==> src/sv/tfn_pkg.sv <==
// package for the triangle face normal block
// shared types, widths and controller state encoding; no dependencies
package tfn_pkg;

    localparam int VertexSlotsDefault = 1024;
    localparam int PosW  = 16;
    localparam int IdxW  = 10;
    localparam int EdgeW = 17;
    localparam int CrsW  = 35;
    localparam int SqW   = 72;
    localparam int RootW = 36;
    localparam int NumW  = 49;
    localparam int NrmW  = 16;

    typedef enum logic [3:0] {
        ST_IDLE,
        ST_RD0,
        ST_RD1,
        ST_RD2,
        ST_EDGE,
        ST_CROSS,
        ST_SQ,
        ST_ROOT,
        ST_DIV,
        ST_OUT
    } state_t;

    typedef struct packed {
        logic       load_in;
        logic [1:0] rd_sel;
        logic       rd_en;
        logic       edge_en;
        logic       cross_en;
        logic [1:0] sq_step;
        logic       sq_en;
        logic       root_start;
        logic       root_step;
        logic       div_start;
        logic       div_step;
        logic       out_load;
    } tfn_cmd_t;

    typedef struct packed {
        logic root_done;
        logic div_done;
        logic out_busy;
    } tfn_sts_t;

endpackage

==> src/sv/tfn_ctrl.sv <==
// controller state machine for the triangle face normal block
// depends on tfn_pkg
module tfn_ctrl
    import tfn_pkg::*;
(
    input  logic     clk,
    input  logic     rst_n,
    input  logic     in_valid,
    input  logic     in_func,
    output logic     in_ready,
    input  tfn_sts_t sts,
    output tfn_cmd_t cmd
);

    state_t     state_reg, state_next;
    logic [1:0] cnt_reg, cnt_next;

    always_ff @(posedge clk or negedge rst_n)
    begin
        if (!rst_n)
        begin
            state_reg <= ST_IDLE;
            cnt_reg   <= '0;
        end
        else
        begin
            state_reg <= state_next;
            cnt_reg   <= cnt_next;
        end
    end

    assign in_ready = (state_reg == ST_IDLE);

    always_comb
    begin
        state_next = state_reg;
        cnt_next   = cnt_reg;
        case (state_reg)
            ST_IDLE:
            begin
                if (in_valid && in_func)
                    state_next = ST_RD0;
            end
            ST_RD0:  state_next = ST_RD1;
            ST_RD1:  state_next = ST_RD2;
            ST_RD2:  state_next = ST_EDGE;
            ST_EDGE: state_next = ST_CROSS;
            ST_CROSS:
            begin
                state_next = ST_SQ;
                cnt_next   = '0;
            end
            ST_SQ:
            begin
                cnt_next = cnt_reg + 2'd1;
                if (cnt_reg == 2'd2)
                    state_next = ST_ROOT;
            end
            ST_ROOT:
            begin
                if (sts.root_done)
                    state_next = ST_DIV;
            end
            ST_DIV:
            begin
                if (sts.div_done)
                    state_next = ST_OUT;
            end
            ST_OUT:
            begin
                if (!sts.out_busy)
                    state_next = ST_IDLE;
            end
            default: state_next = ST_IDLE;
        endcase
    end

    always_comb
    begin
        cmd = '0;
        case (state_reg)
            ST_IDLE:
            begin
                cmd.load_in = in_valid;
                cmd.rd_en   = in_valid && in_func;
                cmd.rd_sel  = 2'd0;
            end
            ST_RD0:
            begin
                cmd.rd_en  = 1'b1;
                cmd.rd_sel = 2'd1;
            end
            ST_RD1:
            begin
                cmd.rd_en  = 1'b1;
                cmd.rd_sel = 2'd2;
            end
            ST_EDGE:  cmd.edge_en  = 1'b1;
            ST_CROSS: cmd.cross_en = 1'b1;
            ST_SQ:
            begin
                cmd.sq_en      = 1'b1;
                cmd.sq_step    = cnt_reg;
                cmd.root_start = (cnt_reg == 2'd2);
            end
            ST_ROOT:
            begin
                cmd.root_step = 1'b1;
                cmd.div_start = sts.root_done;
            end
            ST_DIV: cmd.div_step = 1'b1;
            ST_OUT: cmd.out_load = !sts.out_busy;
            default: cmd = '0;
        endcase
    end

`ifndef ASSERT_OFF
    a_ready_idle: assert property (@(posedge clk) disable iff (!rst_n)
        in_ready |-> state_reg == ST_IDLE)
        else $error("ready outside idle");
    a_out_from_out: assert property (@(posedge clk) disable iff (!rst_n)
        cmd.out_load |-> state_reg == ST_OUT)
        else $error("result load outside output state");
    a_tri_starts: assert property (@(posedge clk) disable iff (!rst_n)
        (state_reg == ST_IDLE && in_valid && in_func) |=> state_reg == ST_RD0)
        else $error("triangle not started");
`endif

endmodule

==> config.mk <==
export PLATFORM = sky130hd
export DESIGN_NAME = tfn_ctrl
export DESIGN_NICKNAME = d
export VERILOG_FILES = /design/src/sv/tfn_pkg.sv /design/src/sv/tfn_ctrl.sv
export SDC_FILE = /design/constraint.sdc
export NUM_CORES = 1
export LEC_CHECK = 0
export ABC_AREA = 0
export ABC_CLOCK_PERIOD_IN_PS = 1500
export BUFFER_PORTS_ARGS = -buffer_cell sky130_fd_sc_hd__buf_2
export CORE_AREA = 2 2 39 41
export DETAILED_ROUTE_END_ITERATION = 6
export DIE_AREA = 0 0 41 43
export MAX_ROUTING_LAYER = met4
export PLACE_DENSITY = 0.72
export SYNTH_ARGS = -nofsm -noshare
export SYNTH_HDL_FRONTEND = slang
export SYNTH_SLANG_ARGS = --single-unit
==> constraint.sdc <==
create_clock -name clk -period 1.5 [get_ports clk]
set_input_delay 0.225 -clock clk [delete_from_list [all_inputs] [get_ports clk]]
set_output_delay 0.225 -clock clk [all_outputs]
set_load 0.02 [all_outputs]
Word-level counts from Yosys, hierarchy flattened

Index checks and enable logic that the tools add are counted.

Register bits after elaboration: 6
Bits in latches: 0
RAM bits: 0
Memory bits (read-only): 0
Input bits: 7
Output and inout port bits: 15
Memories kept: 0

Add/subtract/negate cells: 1
$mul: 0
Div/mod/pow operators: 0
Magnitude comparators: 0
Eq/ne operators: 15
Shifts and indexed selects: 0
Mux-type cells: 15
Bitwise gates (word level): 0
Reductions and logical operators: 5

Operators with widths:

| kind                | number |
|---|---|
| $pmux 4 s10         | 1 |
| $mux 4              | 6 |
| $eq 4x3->1 const B  | 4 |
| $pmux 3 s3          | 1 |
| $eq 4x2->1 const B  | 2 |
| $eq 4x4->1 const B  | 2 |
| $ne 2x2->1 const B  | 4 |
| $mux 1              | 5 |
| $reduce_and 5->1    | 1 |
| $eq 4x1->1 const B  | 1 |
| $logic_not 4->1     | 1 |
| $pmux 2 s2          | 1 |
| $add 2x1->2 const B | 1 |
| $eq 2x2->1 const B  | 1 |
| $mux 2              | 1 |
| $ne 2x1->1 const B  | 1 |
| $reduce_bool 2->1   | 1 |
| $logic_and 1x1->1   | 1 |
| $logic_not 1->1     | 1 |

Logic depth before layout (Yosys ltp)

Depth in word-level cells: 3
Gate-level depth with buffers: 6

Least setup slack after synthesis

No wires, ideal clock.

Path type: register to output
Start point: reg state_reg[0]
End point: out cmd[10] (netlist name)
Arrival time: 1.545 ns
Setup slack: -0.270 ns
Stages on the path, launching flop included: 6
Cell sequence: dfrtp_1 buf_4 inv_1 nand2_1 nor3_1 a311o_1

RTL lines:

| element                  | line           | text |
|---|---|---|
| start: declaration       | tfn_ctrl.sv:15 | `state_t state_reg, state_next;` |
| start signal: assignment | tfn_ctrl.sv:27 | `state_reg <= state_next;` |
| end: declaration         | tfn_ctrl.sv:12 | `output tfn_cmd_t cmd` |

==> results by group <==
Critical path
  – Req. time, crit path: 1.27 ns
  – Crit Path Class: flip-flop to output port
  – CP Depth: 5
  – Worst path cell trace: buf_6 -> buf_4 -> nor3_2 -> a311o_1 -> buf_6
  – CP arrival: 1.46 ns
  – Capturing element type of the critical path: output port
  – CP top delay family: buffers and inverters
  – Worst path max stage delay: slightly below 0.4 ns
  – Crit path top cell by count: buf_6
  – Combined buffer and inverter count along the critical path: 3
  – Crit-path slowest cell: dfrtp_1
  – Crit path max fanout: 5
  – Setup crit start kind: flip-flop
  – R2R depth: 7

Power
  – Worst vdd ir: 1.27 mV
  – Clock power share: 7.1%
  – PwrDens: 2250 mW/mm^2
  – Sequential share of power: 15.9%
  – Leak Pwr: approximately 0.45 nW
  – NetSw: 0.948 mW
  – Internal: 1.11 mW
  – Logic pwr share: 77.0%
  – Switching portion of total power: 46.1%

STA
  – Fmax: around 0.6 GHz
  – Layout Skew: 0.00114 ns
  – Final setup margin: -0.189 ns
  – Pins Over Slew Limit: 0
  – Setup_tns: -0.862 ns
  – Final cycle utilization of the critical path: 113%
  – RSZ-0062 raised after global routing: true
  – Slew margin rel.: 83.5%
  – Min Hold Slack: 0.316 ns
  – Worst-Margin Slew: 0.245 ns
  – Post-layout min period: 1.69 ns
  – Final setup fails: 10
  – Final hold violation count: 0

Drt
  – WL/cell: between 10 and 15 um
  – TritonRoute pass-1 iters: 4
  – Via density: 5.03
  – Initial DRC count: 11
  – Overall routed net length: 1.60 mm
  – Final ANT Viol Nets: 0
  – Via count: around 570
  – Drt drc: 0

Synth
  – Netlist cell types: 25
  – Syn Nets: between 60 and 70
  – Post-synth top area cell: dfrtp_1
  – Synth top area share: 30.0%
  – Yosys reg bits: 6
  – Post-Syn Area: 500 sq um
  – Avg Cell Area, Syn: between 8 and 9 sq um
  – Post-synthesis cell count: ~60
  – Top area cells in the synthesized netlist: dfrtp_1, mux2i_1, nand2_1
  – Synth warnings: 0
  – Sequential area share after synthesis: 30.0%

Clock tree
  – H-tree depth: 1
  – CTS tree: built
  – CTS Buf Count: 3
  – Clk slew on worst S/H paths: 0.04 ns
  – Root Driver: clkbuf_4
  – Clock Tree Buf Depth: 2
  – Worst skew pair latency: between 0.2 and 0.25 ns
  – CTS Sinks: 6

Floorplan
  – CORE AREA: between 0.001 and 0.0015 sq mm
  – Row cnt: 14
  – Die span in y: about 43 um
  – Initial Utilization: between 30% and 40%
  – Die ar.: 0.00176 sq mm
  – I/O pins: 22
  – Die extent in x: 41 um

GRT
  – GRT Util Overall: 19.2%
  – Initial antenna violation count: 0
  – Number of global-route vias before repair: between 500 and 600
  – Pin count of the biggest net entering global routing: 11
  – First-pass GRT wire length: 2.21 mm
  – GR Overflow Total: 0

Finish
  – Core occupancy in the finished layout: 66.0%
  – Max reg flops: 4
  – Total Nets Final: 108
  – N_diodes: 0
  – Share of cells above drive strength 1: 59.2%
  – Area Overhead vs Synth: 82.5%
  – Design Area, Final: 913 sq um

Outcome
  – Status: complete, but fails checks
  – Failing checks: negative setup slack

Place
  – Pre-CTS setup slack: 0.0288 ns
  – Hpwl dp: ~950 um
  – GP Congestion: roughly 0.8
  – Port bufs: 21
  – Placed Area: 662 sq um

Run
  – Max-cap violations: 0

Hold path
  – Hold depth: 4
  – Hold Path Class: input port to flip-flop
## metal layers
layer | global-route usage (%) | routed length [um] | vias to the layer above
met3 | 7.85 | 65 | 0
met1 | 22.0 | 645 | 275
met2 | 31.3 | 892 | 15
met5 | - | 0 | -
met4 | 2.00 | 0 | 0
li1 | - | - | 283
## Yosys cell counts
cell type   n
mux2i_1     4
nor2_1      6
nor2b_1     2
dfrtp_1     6
a311o_1     1
and2_1      4
nand2_1    10
o21ai_0     3
nor4_4      1
buf_2       1
o211ai_1    1
nand2b_1    1
buf_4       2
nand2b_4    1
buf_6       1
a21oi_1     1
or2b_1      1
ha_1        1
a21o_1      1
a2111o_1    1
nand3_2     1
inv_1       2
nand2_2     1
nand3_1     1
nor3_1      7
## cell families (layout without fill, tap and decap cells)
group	count (synthesis)	in the layout	synth area share (%)
and+or+nand+nor	36	36	40.5
adders and majority gates	1	1	2.50
buffers and inverters	6	43	7.75
DFF	6	6	30.0
AOI/OAI and AO/OA	8	8	11.2
muxes	4	4	8.00
## worst reg2reg max path, delay by kind of cell (launching register included)
family,cells,cell delay [ns]
flip-flops,1,0.40
AND/OR/NAND/NOR,3,0.41
multiplexers,1,0.17
buffers and inverters,3,0.41
## power groups by stage
| stage | Sequential (mW) | Combinational (mW) | Clock, mW |
|---|---|---|---|
| 3_3_place_gp | 0.315 | 1.06 | 0 |
| 3_5_place_dp | 0.320 | 1.07 | 0 |
| 4_1_cts | 0.318 | 1.32 | 0.147 |
| 5_1_grt | 0.335 | 1.69 | 0.164 |
| 6_report | 0.327 | 1.58 | 0.146 |
| 2_1_floorplan | 0.284 | 0.808 | 0 |
## worst paths after layout
kind	start	end	slack (ns)
max in group asynchronous	rst_n	state_reg[1]	1.01
worst max-delay path	state_reg[3]	cmd[10]	-0.19
worst max register to register	state_reg[2]	state_reg[0]	0.04
worst min register to register	cnt_reg[0]	cnt_reg[0]	0.55
min in group asynchronous	rst_n	cnt_reg[0]	0.33
worst min-delay path	sts[2]	state_reg[2]	0.32
## timing repair
item                                   in CTS  in global routing
endpoints found under the hold margin       6                  0
buffers inserted                            7                  3
resized for setup                          22                 23
setup endpoints to repair                  13                 17
hold buffers                                1                  0
pin swaps                                   6                  5
## placed cells by master (no fill, tap or decap), types with 2 or more instances in the layout
cell type	n
buf_6	16
buf_4	14
nand2_1	10
buf_2	7
dfrtp_1	5
nor3_2	4
mux2i_1	4
nor2_4	3
and2_4	3
nor2_1	3
o21ai_0	3
clkbuf_4	3
nor3_1	2
nor2b_1	2
## stage by stage
stage / instances / power [mW]
floorplan: 61 / 1.09
global placement: 101 / 1.37
detailed placement: 101 / 1.39
CTS: 112 / 1.78
global route: 114 / 2.19
finish: 114 / 2.05
## final cells by class
cell class              count  area, sq um
fillers                   110          470
inverters                   2         7.51
clock buffers               3         22.5
multi-input cells          49          382
flip-flops and latches      6          151
well taps                  16         20.0
repair buffers             38          330
(Power assumes the default switching activity.)
